## config.mk

```make
export PLATFORM = sky130hd
export DESIGN_NAME = three_term_recurrence_checksum_top_flat
export DESIGN_NICKNAME = d
export VERILOG_FILES = /design/src/ttrc_pkg.sv /design/src/ttrc_if.sv /design/src/three_term_recurrence_checksum_top.sv /design/src/ttrc_next_term.sv /design/src/ttrc_core.sv /design/src/flat_wrapper.sv
export SDC_FILE = /design/constraint.sdc
export NUM_CORES = 1
export LEC_CHECK = 0
export ABC_AREA = 1
export BUFFER_PORTS_ARGS = -buffer_cell sky130_fd_sc_hd__buf_4
export CAP_MARGIN = 20
export CORE_UTILIZATION = 40
export DETAILED_ROUTE_END_ITERATION = 7
export HOLD_SLACK_MARGIN = 0.1
export PLACE_DENSITY_LB_ADDON = 0.2
export SLEW_MARGIN = 25
export SYNTH_ARGS = -nofsm -noshare
export SYNTH_HDL_FRONTEND = slang
export SYNTH_SLANG_ARGS = --single-unit
```

## constraint.sdc

```tcl
create_clock -name i_clk -period 20.1 [get_ports i_clk]
set_input_delay 1.005 -clock i_clk [delete_from_list [all_inputs] [get_ports i_clk]]
set_output_delay 1.005 -clock i_clk [all_outputs]
set_load 0.01 [all_outputs]
```

## src/ttrc_pkg.sv

```systemverilog
// ----------------------------------------------------------------------------
// ttrc_pkg: shared types and constants of the three-term recurrence checksum
// Field widths, recurrence constants and the structs passed between modules.
// ----------------------------------------------------------------------------
`default_nettype none

package ttrc_pkg;

    localparam int BYTE_W = 8;
    localparam int SUM_W  = 16;
    localparam int POS_W  = 8;

    // Recurrence constants.
    localparam logic [BYTE_W-1:0] FIRST_OFFSET = 8'd7;
    localparam logic [4:0]        ALPHA_MUL    = 5'd17;
    localparam logic [4:0]        BETA_MUL     = 5'd31;
    localparam logic [SUM_W-1:0]  MOD_VALUE    = 16'hFFFF;
    localparam logic [SUM_W-1:0]  TERM_RESET   = 16'd1;

    typedef struct packed {
        logic [BYTE_W-1:0] data_byte;
        logic              is_last;
    } t_item;

    typedef struct packed {
        logic [SUM_W-1:0] checksum;
        logic             last_out;
    } t_result;

    typedef struct packed {
        logic [SUM_W-1:0] older_term;
        logic [SUM_W-1:0] current_term;
        logic [POS_W-1:0] position_mod;
    } t_terms;

endpackage

`default_nettype wire

```

## src/ttrc_if.sv

```systemverilog
// ----------------------------------------------------------------------------
// ttrc_in_if / ttrc_out_if: request channels of the checksum block
// Valid/ready channels carrying a message byte in and a checksum out.
// ----------------------------------------------------------------------------
`default_nettype none

interface ttrc_in_if import ttrc_pkg::*; ();
    logic              valid;
    logic              ready;
    logic [BYTE_W-1:0] data_byte;
    logic              is_last;

    modport source (output valid, output data_byte, output is_last, input ready);
    modport sink   (input valid, input data_byte, input is_last, output ready);
endinterface

interface ttrc_out_if import ttrc_pkg::*; ();
    logic             valid;
    logic             ready;
    logic [SUM_W-1:0] checksum;
    logic             last_out;

    modport source (output valid, output checksum, output last_out, input ready);
    modport sink   (input valid, input checksum, input last_out, output ready);
endinterface

`default_nettype wire

```

## src/three_term_recurrence_checksum_top.sv

```systemverilog
// ----------------------------------------------------------------------------
// three_term_recurrence_checksum_top: running checksum over a byte stream
// Input register, recurrence core and output register.
// ----------------------------------------------------------------------------
// Usage:
// Bytes arrive on i_in, one request per byte, with is_last set on the final
// byte of a message. Every byte yields one request on o_out carrying the
// running checksum; last_out marks the result that closes the message, after
// which the block starts a new message.
// A byte accepted into the input register moves into the output register, and
// onto o_out, once the output register is free.
// Throughput: one byte per cycle while o_out is not stalled. The limit is the
// combinational loop from the current term through the 9x16 multiply and the
// mod 65535 fold back into the term registers.
// Reset clears the input and output registers and returns the terms to 1,
// the position to zero and the block to the start of a message.
// When the receiver stalls, the result holds on o_out; one more byte is taken
// into the input register, and then i_in.ready drops until o_out drains.
// ----------------------------------------------------------------------------
`default_nettype none

module three_term_recurrence_checksum_top import ttrc_pkg::*; (
    input  wire logic  i_clk,
    input  wire logic  i_rst_n,
    ttrc_in_if.sink    i_in,
    ttrc_out_if.source o_out
);

    logic    r_in_valid;
    t_item   r_in_item;
    logic    r_out_valid;
    t_result r_out_result;
    t_result core_result;
    logic    advance;

    assign advance    = r_in_valid && (!r_out_valid || o_out.ready);
    assign i_in.ready = !r_in_valid || advance;

    ttrc_core u_core (
        .i_clk     (i_clk),
        .i_rst_n   (i_rst_n),
        .i_advance (advance),
        .i_item    (r_in_item),
        .o_result  (core_result)
    );

    always_ff @(posedge i_clk) begin
        if (!i_rst_n) begin
            r_in_valid  <= 1'b0;
            r_out_valid <= 1'b0;
        end else begin
            if (i_in.ready) begin
                r_in_valid <= i_in.valid;
            end
            if (advance) begin
                r_out_valid <= 1'b1;
            end else if (o_out.ready) begin
                r_out_valid <= 1'b0;
            end
        end
        if (i_in.ready && i_in.valid) begin
            r_in_item.data_byte <= i_in.data_byte;
            r_in_item.is_last   <= i_in.is_last;
        end
        if (advance) begin
            r_out_result <= core_result;
        end
    end

    assign o_out.valid    = r_out_valid;
    assign o_out.checksum = r_out_result.checksum;
    assign o_out.last_out = r_out_result.last_out;

endmodule

`default_nettype wire

```

## src/ttrc_next_term.sv

```systemverilog
// ----------------------------------------------------------------------------
// ttrc_next_term: one step of the recurrence
// Forms (byte + (17i mod 256)) * current - (31i mod 256) * older and reduces
// it mod 65535, with the wrap-around correction for a negative difference.
// ----------------------------------------------------------------------------
`default_nettype none

module ttrc_next_term import ttrc_pkg::*; (
    input  wire logic [BYTE_W-1:0] i_data_byte,
    input  wire t_terms            i_terms,
    output logic [SUM_W-1:0]       o_term
);

    localparam int COEF_W = BYTE_W + 1;
    localparam int PROD_W = COEF_W + SUM_W;
    localparam int MULP_W = POS_W + 5;

    // A value below 2^25 folds as hi + lo, which stays below twice the modulus.
    function automatic logic [SUM_W-1:0] mod_fold(input logic [PROD_W-1:0] x);
        logic [SUM_W:0] s;
        s = {1'b0, x[SUM_W-1:0]} + (SUM_W+1)'(x[PROD_W-1:SUM_W]);
        if (s >= {1'b0, MOD_VALUE}) begin
            s = s - {1'b0, MOD_VALUE};
        end
        return s[SUM_W-1:0];
    endfunction

    logic [MULP_W-1:0] alpha_full;
    logic [MULP_W-1:0] beta_full;
    logic [COEF_W-1:0] coef;
    logic [PROD_W-1:0] plus;
    logic [PROD_W-1:0] minus;
    logic [SUM_W-1:0]  m;

    always_comb begin
        alpha_full = MULP_W'(i_terms.position_mod) * MULP_W'(ALPHA_MUL);
        beta_full  = MULP_W'(i_terms.position_mod) * MULP_W'(BETA_MUL);
        coef  = {1'b0, i_data_byte} + {1'b0, alpha_full[BYTE_W-1:0]};
        plus  = PROD_W'(coef) * PROD_W'(i_terms.current_term);
        minus = PROD_W'(beta_full[BYTE_W-1:0]) * PROD_W'(i_terms.older_term);
        if (plus >= minus) begin
            m      = mod_fold(plus - minus);
            o_term = m;
        end else begin
            // Negative difference: the result is (1 - m) mod 65535.
            m = mod_fold(minus - plus);
            if (m == '0) begin
                o_term = TERM_RESET;
            end else if (m == TERM_RESET) begin
                o_term = '0;
            end else begin
                o_term = SUM_W'({1'b1, {SUM_W{1'b0}}} - {1'b0, m});
            end
        end
    end

endmodule

`default_nettype wire

```

## src/ttrc_core.sv

```systemverilog
// ----------------------------------------------------------------------------
// ttrc_core: recurrence state and result selection
// Holds the two terms, the byte position and the start-of-message flag, and
// updates them once for each byte that advances through the block.
// ----------------------------------------------------------------------------
`default_nettype none

module ttrc_core import ttrc_pkg::*; (
    input  wire logic   i_clk,
    input  wire logic   i_rst_n,
    input  wire logic   i_advance,
    input  wire t_item  i_item,
    output t_result     o_result
);

    t_terms           r_terms;
    t_terms           n_terms;
    logic             r_first;
    logic             n_first;
    logic [SUM_W-1:0] step_term;
    logic [SUM_W-1:0] new_current;

    ttrc_next_term u_next_term (
        .i_data_byte (i_item.data_byte),
        .i_terms     (r_terms),
        .o_term      (step_term)
    );

    always_comb begin
        if (r_first) begin
            new_current = SUM_W'(i_item.data_byte) + SUM_W'(FIRST_OFFSET);
        end else begin
            new_current = step_term;
        end

        n_terms = r_terms;
        n_first = r_first;
        if (i_advance) begin
            if (i_item.is_last) begin
                // The message is closed, so the state starts over.
                n_terms.older_term   = TERM_RESET;
                n_terms.current_term = TERM_RESET;
                n_terms.position_mod = '0;
                n_first              = 1'b1;
            end else begin
                n_terms.older_term   = r_first ? TERM_RESET : r_terms.current_term;
                n_terms.current_term = new_current;
                n_terms.position_mod = r_first ? POS_W'(1) : r_terms.position_mod + 1'b1;
                n_first              = 1'b0;
            end
        end

        o_result.checksum = new_current;
        o_result.last_out = i_item.is_last;
    end

    always_ff @(posedge i_clk) begin
        if (!i_rst_n) begin
            r_terms.older_term   <= TERM_RESET;
            r_terms.current_term <= TERM_RESET;
            r_terms.position_mod <= '0;
            r_first              <= 1'b1;
        end else begin
            r_terms <= n_terms;
            r_first <= n_first;
        end
    end

endmodule

`default_nettype wire

```

## src/flat_wrapper.sv

```systemverilog
// flat-port wrapper written by rule: the top's interface ports become plain ports
module three_term_recurrence_checksum_top_flat import ttrc_pkg::*;
  (i_clk, i_rst_n, i_in_valid, i_in_data_byte, i_in_is_last, i_in_ready, o_out_valid, o_out_checksum, o_out_last_out, o_out_ready);
  ttrc_in_if i_in_i ();
  ttrc_out_if o_out_i ();
  input  wire logic i_clk;
  input  wire logic i_rst_n;
  input wire logic [$bits(i_in_i.valid)-1:0] i_in_valid;
  input wire logic [$bits(i_in_i.data_byte)-1:0] i_in_data_byte;
  input wire logic [$bits(i_in_i.is_last)-1:0] i_in_is_last;
  output wire logic [$bits(i_in_i.ready)-1:0] i_in_ready;
  output wire logic [$bits(o_out_i.valid)-1:0] o_out_valid;
  output wire logic [$bits(o_out_i.checksum)-1:0] o_out_checksum;
  output wire logic [$bits(o_out_i.last_out)-1:0] o_out_last_out;
  input wire logic [$bits(o_out_i.ready)-1:0] o_out_ready;
  assign i_in_i.valid = i_in_valid;
  assign i_in_i.data_byte = i_in_data_byte;
  assign i_in_i.is_last = i_in_is_last;
  assign i_in_ready = i_in_i.ready;
  assign o_out_valid = o_out_i.valid;
  assign o_out_checksum = o_out_i.checksum;
  assign o_out_last_out = o_out_i.last_out;
  assign o_out_i.ready = o_out_ready;
  three_term_recurrence_checksum_top u_core (.i_clk(i_clk), .i_rst_n(i_rst_n), .i_in(i_in_i), .o_out(o_out_i));
endmodule
```

=== After elaboration in Yosys (flattened, before gate mapping) ===
Cells that the tools add are included.

* $add $sub $neg: 10
* Multipliers: 4
* $lt $le $gt $ge: 3
* Equality and inequality tests: 1
* Muxes and demuxes: 13
* Reduce and logical (&&, ||, !) cells: 8

{| class="wikitable"
|+ Operators by type and width
! operator !! number
|-
| 2-to-1 mux 16 bit || 8
|-
| 2-to-1 mux 40 bit || 1
|-
| adder 16 x 9 -> 17 bit || 2
|-
| greater-or-equal comparator 17 x 16 -> 1 bit, second input constant || 2
|-
| subtractor 16 bit, second input constant || 2
|-
| greater-or-equal comparator 25 x 24 -> 1 bit || 1
|-
| multiplier 9 x 16 -> 25 bit || 1
|-
| subtractor 24 x 25 -> 25 bit || 1
|-
| subtractor 25 x 24 -> 25 bit || 1
|-
| multiplier 8 x 16 -> 24 bit || 1
|-
| equality test 16 x 1 -> 1 bit, second input constant || 1
|-
| logical NOT 16 bit || 1
|-
| multiplier 8 x 5 -> 8 bit, second input constant || 2
|-
| subtractor 1 x 16 -> 16 bit, first input constant || 1
|-
| adder 8 x 3 -> 9 bit, second input constant || 1
|-
| adder 8 x 8 -> 9 bit || 1
|-
| adder 8 x 1 -> 8 bit, second input constant || 1
|-
| 2-to-1 mux 8 bit || 1
|-
| 2-to-1 mux 1 bit || 3
|-
| logical AND 1 bit || 2
|-
| logical NOT 1 bit || 2
|-
| logical OR 1 bit || 2
|-
| nonzero test 2 bit || 1
|}

* Register bits: 69
* Bits of input ports: 13
* Output and inout bits: 19
* Word-level logic and storage cells: 49

=== Longest topological paths before layout ===
Gate-level depths: netlist of run 1.

* Depth in word-level cells: 14
* Depth in mapped cells: 79
* Gate-level depth less buffers: 78

=== Hierarchy ===
Synthesis of run 1 repeated with hierarchy kept, for this count alone.

* Cells, all modules: 2450
* Area, all modules: 17324.1 um^2

{| class="wikitable"
|+ Modules (own cells, without submodules)
! module !! times used !! cells an instance !! area each (um^2) !! sequential area each (um^2)
|-
| ttrc_next_term || 1 || 2144 || 14522.7 || 0.0
|-
| ttrc_core || 1 || 267 || 1925.6 || 820.8
|-
| three_term_recurrence_checksum_top || 1 || 39 || 875.8 || 820.8
|}

=== Worst setup path before layout of run 1 ===
No wires, ideal clock.

* Kind: register to register
* Start point: register u_core.u_core.r_terms[1] (netlist bit)
* End point: register u_core.r_out_result, in the netlist u_core.o_out.checksum[4] (data pin)
* Library setup time: 0.255 ns
* Arrival time: 11.764 ns
* Required time: 19.845 ns
* Path slack: 8.081 ns
* Stages on the path, launching flop included: 70
* Buffers on the path: 2
* Clock period less this slack: 12.019 ns
* Path through: dfxtp_1 > fa_1 > inv_1 > fa_1 > fa_1 > inv_1 > ha_1 > a21oi_1 > inv_1 > a31oi_1 > or2_2 > nand2_1 > a21oi_1 > or2_2 > nand2_1 > clkbuf_1 > nor2_1 > fa_1 > [... 34 more ...] > xor2_2 > nand3_1 > nor2_1 > nand3_1 > nand2_1 > nand2_1 > nand2_1 > nand2_1 > nand2_1 > nand2_1 > inv_1 > nand3_1 > nor2_1 > nand2_4 > buf_4 > nand3_1 > nand3_1 > and2_1

{| class="wikitable"
|+ RTL lines
! what !! RTL line !! source
|-
| start, declared || ttrc_core.sv:16 || <nowiki>t_terms r_terms;</nowiki>
|-
| start signal, assigned || ttrc_core.sv:64 || <nowiki>r_terms <= n_terms;</nowiki>
|-
| end signal, assigned || three_term_recurrence_checksum_top.sv:66 || <nowiki>r_out_result <= core_result;</nowiki>
|-
| end, declared || three_term_recurrence_checksum_top.sv:32 || <nowiki>t_result r_out_result;</nowiki>
|}

==> results of run 1 <==
-- worst reg2reg max path, delay by kind of cell (launching register included) --
kind                     cells  cell delay (ns)
AO/OA/AOI/OAI               12             2.07
buffers and inverters        8             0.67
flip-flops                   1             0.56
AND/OR/NAND/NOR             33             4.72
adder cells (fa/ha/maj)     11             5.16
XOR/XNOR                     3             0.73
-- flip-flops by register name (all words and copies together), names as in the netlist --
signal	cells
u_core.o_out.checksum	16
u_core.o_out.valid	1
u_core.o_out.last_out	1
u_core.r_in_item	9
u_core.u_core.r_first	1
u_core.u_core.r_terms	40
u_core.r_in_valid	1
-- per-stage QoR --
step	hold slack (ns)	power (uW)	util, %	instance area, um2
final	0.518	1870	43.3	17800
after global routing	0.551	2080	43.3	17800
after CTS	0.518	1860	43.3	17800
after detailed placement	0.500	1680	42.5	17500
after global placement	0.498	1680	42.5	17500
after floorplan	0.466	1310	-	16900
-- layout make-up --
cell class | instances | area [um2]
clock buffers | 13 | 293
repair buffers | 39 | 293
clock inverters | 3 | 25.0
inverters | 519 | 1950
flip-flops and latches | 69 | 1640
fillers | 4286 | 23400
multi-input cells | 1729 | 13000
well taps | 532 | 666
-- per-layer routing --
layer | part of all wire, % | up-vias | track usage, %
li1 | - | 7267 | -
met1 | 45 | 7113 | 32.5
met2 | 46 | 414 | 41.3
met3 | 6.1 | 80 | 3.71
met4 | 2.9 | 4 | 6.95
met5 | 0.031 | - | 0
-- worst max-delay path by stage --
| stage | from | to | depth (start not counted) | slack [ns] |
|---|---|---|---|---|
| 6_report | u_core.u_core.r_terms[1] | u_core.o_out.checksum[4] | 67 | 5.96 |
| 5_1_grt | u_core.u_core.r_terms[1] | u_core.u_core.r_terms[8] | 70 | 4.74 |
| 4_1_cts | u_core.u_core.r_terms[1] | u_core.o_out.checksum[4] | 67 | 5.96 |
| 3_5_place_dp | u_core.u_core.r_terms[1] | u_core.o_out.checksum[4] | 67 | 6.02 |
| 3_3_place_gp | u_core.u_core.r_terms[1] | u_core.u_core.r_terms[8] | 70 | 6.16 |
| 2_1_floorplan | u_core.u_core.r_terms[1] | u_core.o_out.checksum[4] | 69 | 8.08 |
-- cell usage after synthesis (all sizes together) --
library cell and n:
a211oi 2, a21boi 5, a21o 5, a21oi 160
a221oi 1, a31oi 4, a32oi 1, and2 8
and2b 1, buf 25, clkbuf 47, clkinv 1
dfxtp 43, edfxtp 26, fa 199, ha 181
inv 518, nand2 573, nand3 123, nand3b 4
nand4 24, nor2 202, nor2b 1, nor3 22
nor4 5, o211ai 5, o21a 5, o21ai 58
o21bai 11, o221a 1, o221ai 3, o311ai 2
or2 11, xnor2 30, xor2 82
-- kinds of logic (layout without fill, tap and decap cells) --
logic type / after synthesis / count (layout)
AO/OA/AOI/OAI: 263 / 263
XOR/XNOR: 112 / 112
adder cells (fa/ha/maj): 380 / 380
buffers and inverters: 591 / 574
flip-flops: 69 / 69
AND/OR/NAND/NOR: 974 / 974
-- report_power, final --
group	total [uW]	leakage [uW]	switching [uW]	internal, uW
sequential	167	0.000597	12.0	155
clock	170	0.000152	67.8	103
combinational	1530	0.00866	1050	487
total	1870	0.00941	1130	744
==> results_dict.tcl, run 1 <==
set metrics [dict create \
    gp_congestion 0.968 \
    synth_compound_area_share_pct 8.67 \
    final_cell_mix "541 x nand2_1, 506 x inv_1, 199 x fa_1, 184 x nor2_1, 181 x ha_1" \
    areaGrowthSynthToFinish_pct 5.70 \
    critical-path-max-stage-delay_ns 0.56 \
    clock.fmax_ghz 0.0707 \
    rsz0062_at_grt "no" \
    viasPerCell 5.12 \
    antenna_found_initial 2 \
    setup_viol 0 \
    final_common_cell "nand2_1" \
    worstHoldStart "u_core.o_out.valid" \
    critPathBufInv 8 \
    grt_max_degree 40 \
    synth_seq_area_share_pct 9.73 \
    muxShareOfSynthArea_pct 0 \
    wl_mm 51.3 \
    vias 14878 \
    fp.dieH_um 207 \
    fin_crit_sh_pct 70.4 \
    p_leak_uw 0.00941 \
    crit_family "adder cells" \
    antenna_left 0 \
    crit_fanout 16 \
    cts.sinks 69 \
    cp_common_cell "nand2_1" \
    synthAdderAreaFrac_pct 37.0 \
    reg2reg_setup_slack_ns 5.96 \
    cts_tree "done" \
    rr_worst_depth 67 \
    rows 74 \
    synth_top_family_by_area "adder cells" \
    initial_utilization_pct 40.9 \
    die_w_um 207 \
    yosysTopAreaCell "fa_1" \
    insertion_delay_ns 0.34 \
    synthSimpleGateAreaFrac_pct 25.2 \
    ioPinCount 32 \
    nets 2760 \
    setup_slack_ns 5.96 \
    setup_tns_ns 0 \
    dieArea_mm2 0.0430 \
    hold_depth 2 \
    ctsResizeCount 0 \
    drtIter0Drc 1126 \
    max_cap_viol_count 0 \
    min_to "u_core.o_out.valid" \
    cp_slowest_cell "dfxtp_1" \
    wire_per_inst_um 17.7 \
    worst-setup-path-type "reg -> reg" \
    h-tree-depth 3 \
    syn_nets 2782 \
    cts_buffer_depth 2 \
    placed_cells 2888 \
    synth-xor-area-share_pct 5.90 \
    final-instance-count-excl-fill 2904 \
    r2r_start "u_core.u_core.r_terms[1]" \
    dr.pass1.iters 7 \
    hold_viol_final 0 \
    relSlewSlack_pct 32.5 \
    start_kind "flop" \
    drv_slew 0 \
    cellPowerDensity_mw_per_mm2 105 \
    avgSynthCellArea_um2 7.06 \
    grt_pass1_wl_mm 83.0 \
    io_buffers 31 \
    r2r-end "u_core.o_out.checksum[4]" \
    grt_pass1_vias 15463 \
    tightest_slew_ns 1.01 \
    cp-end-kind "flop" \
    syn-cell-area_mm2 0.0169 \
    cts-root-buf "clkbuf_16" \
    worstPathRequired_ns 20.20 \
    cts_setup_buffers 0 \
    synth-seq-cells 69 \
    syn-instance-count 2389 \
    dpl.hpwl_mm 44.1 \
    ir_drop_mv 0.0988 \
    dpl_worst_slack_ns 6.02 \
    worstHoldPathType "reg -> reg" \
    clk_pin_slew_ns 0.06 \
    ys_warn_count 0 \
    min_period_ns 14.14 \
    status "finished, final reports clean" \
    num_antenna_cells 0 \
    drc 0 \
    synthTopCellsByArea "fa_1 24%, ha_1 13%, nand2_1 12%, inv_1 11%, dfxtp_1 5.1%" \
    ctsHoldBuffers 0 \
    skew_ns 0.0106 \
    worstPathArrival_ns 14.24 \
    drive_above_1_share_pct 6.07 \
    core_mm2 0.0412 \
    synth.distinct_cells 57 \
    cts_buffers 9 \
    grtUsageTotal_pct 24.5 \
    overflow 0 \
    synth_top_area_share_pct 23.6 \
]
No activity file was read; power rests on OpenSTA's default activity.
==> inputs of run 2 (changes only) <==
==> constraint.sdc (replaced) <==
create_clock -name i_clk -period 13.8 [get_ports i_clk]
set_input_delay 0.69 -clock i_clk [delete_from_list [all_inputs] [get_ports i_clk]]
set_output_delay 0.69 -clock i_clk [all_outputs]
set_load 0.01 [all_outputs]
==> run 2 against run 1 <==
  * First-iteration DRC count grew 4.0%
  * Clock-buffer cell count shrank 1
  * Non-clock buffer count rose by 10
  * Largest cell class unchanged
  * Largest power group unchanged
==> results_dict.tcl, run 2 (synthesis results as in run 1) <==
set metrics [dict create \
    dr.pass1.iters 7 \
    wire_per_inst_um 17.7 \
    initial_utilization_pct 40.9 \
    io_buffers 31 \
    multi_input_area_mm2 0.0130 \
    wl_mm 51.7 \
    drv_slew 0 \
    fin_crit_sh_pct 93.3 \
    drtIter0Drc 1171 \
    grtUsageTotal_pct 24.3 \
    worstHoldPathType "in -> reg" \
    crit_fanout 18 \
    cp-end-kind "flop" \
    cts_buffers 9 \
    grt_pass1_wl_mm 82.7 \
    ioPinCount 32 \
    core_mm2 0.0412 \
    fin_util_pct 43.7 \
    skew_ns 0.0145 \
    rsz0062_at_grt "no" \
    clock.fmax_ghz 0.0776 \
    tightest_slew_ns 0.890 \
    antenna_left 0 \
    critical-path-max-stage-delay_ns 0.55 \
    max_cap_viol_count 0 \
    vias 15057 \
    status "finished, final reports clean" \
    total_power_uw 2780 \
    drc 0 \
    cts-root-buf "clkbuf_16" \
    drive_above_1_share_pct 7.14 \
    placed_area_mm2 0.0176 \
    final_cell_area_mm2 0.0180 \
    setup_slack_ns 0.921 \
    ir_drop_mv 0.143 \
    overflow 0 \
    start_kind "flop" \
    h-tree-depth 3 \
    cp_slowest_cell "fa_1" \
    nets 2770 \
    hold_viol_final 0 \
    fp.dieH_um 207 \
    setup_viol 0 \
    setup_tns_ns 0 \
    nFillCells 4246 \
    worstPathRequired_ns 13.90 \
    antenna_found_initial 0 \
    worstPathArrival_ns 12.98 \
    die_w_um 207 \
    min_period_ns 12.88 \
    relSlewSlack_pct 40.6 \
    grt_pass1_vias 15141 \
    dpl_worst_slack_ns 0.407 \
    rows 74 \
    viasPerCell 5.17 \
    cts_buffer_depth 2 \
    clk_pin_slew_ns 0.06 \
    final_cell_mix "537 x nand2_1, 506 x inv_1, 198 x fa_1, 183 x nor2_1, 180 x ha_1" \
    p_leak_uw 0.00950 \
    final_common_cell "nand2_1" \
    cellPowerDensity_mw_per_mm2 154 \
    top_register "u_core.u_core.r_terms" \
    worst-setup-path-type "reg -> reg" \
    cts.sinks 69 \
    cp_common_cell "inv_1" \
    gp_congestion 0.960 \
    dieArea_mm2 0.0430 \
    grt_max_degree 41 \
    regArea_mm2 0.00165 \
    cts_tree "done" \
    insertion_delay_ns 0.36 \
    num_antenna_cells 0 \
    largest_reg_flops 40 \
    areaGrowthSynthToFinish_pct 6.81 \
    dpl.hpwl_mm 43.9 \
]
-- run 2: changes by cell type in the layout (fill, tap and decap cells not counted), sizes merged --
| cell | delta |
|---|---|
| buf | +10 |
| inv | +1 |
| bufinv | +2 |
| clkinv | -1 |
| clkbuf | -1 |
| clkinvlp | -1 |
-- run 2: layout make-up --
type | instances | share of cell area, %
clock buffers | 12 | 1.54
clock inverters | 4 | 0.417
inverters | 519 | 10.8
multi-input cells | 1729 | 72.4
flip-flops and latches | 69 | 9.14
well taps | 532 | 3.69
repair buffers | 49 | 2.04
-- run 2: stage by stage --
stage                     cells  hold slack (ns)
after detailed placement   2898            0.510
after global routing       2914            0.503
after floorplan            2389            0.466
after CTS                  2914            0.508
final                      2914            0.514
after global placement     2898            0.508
-- run 2: worst max-delay path: cells and delay by family, from the launching register on --
family / cells / cell delay [ns]
buf+inv: 12 / 0.79
fa+ha+maj: 11 / 5.13
xor+xnor: 2 / 0.38
simple gates: 28 / 3.79
compound gates: 13 / 2.13
flops: 1 / 0.38
-- run 2: repair_timing --
item | in CTS | in global routing
setup endpoints to repair | 0 | 32
resized for setup | 0 | 23
hold buffers | 0 | 0
buffers inserted | 0 | 0
-- run 2: routing by layer --
metal	GRT usage (%)	routed length, um
met1	33.7	24100
met2	41.6	24300
met3	2.04	2500
met4	4.22	762
met5	0	0
-- run 2: worst paths after layout --
kind,endpoint,slack (ns),cells after the start,startpoint
worst max-delay path,u_core.o_out.checksum[5],0.92,66,u_core.u_core.r_terms[1]
worst min-delay path,u_core.r_in_item[0],0.51,1,i_in_is_last
worst max register to register,u_core.o_out.checksum[5],0.92,66,u_core.u_core.r_terms[1]
worst min register to register,u_core.o_out.valid,0.52,2,u_core.o_out.valid
-- run 2: power by group --
part	switching, uW	internal (uW)	total, uW
Combinational	1540	720	2260
Clock	103	180	283
Sequential	16.6	225	241
Total	1660	1120	2780
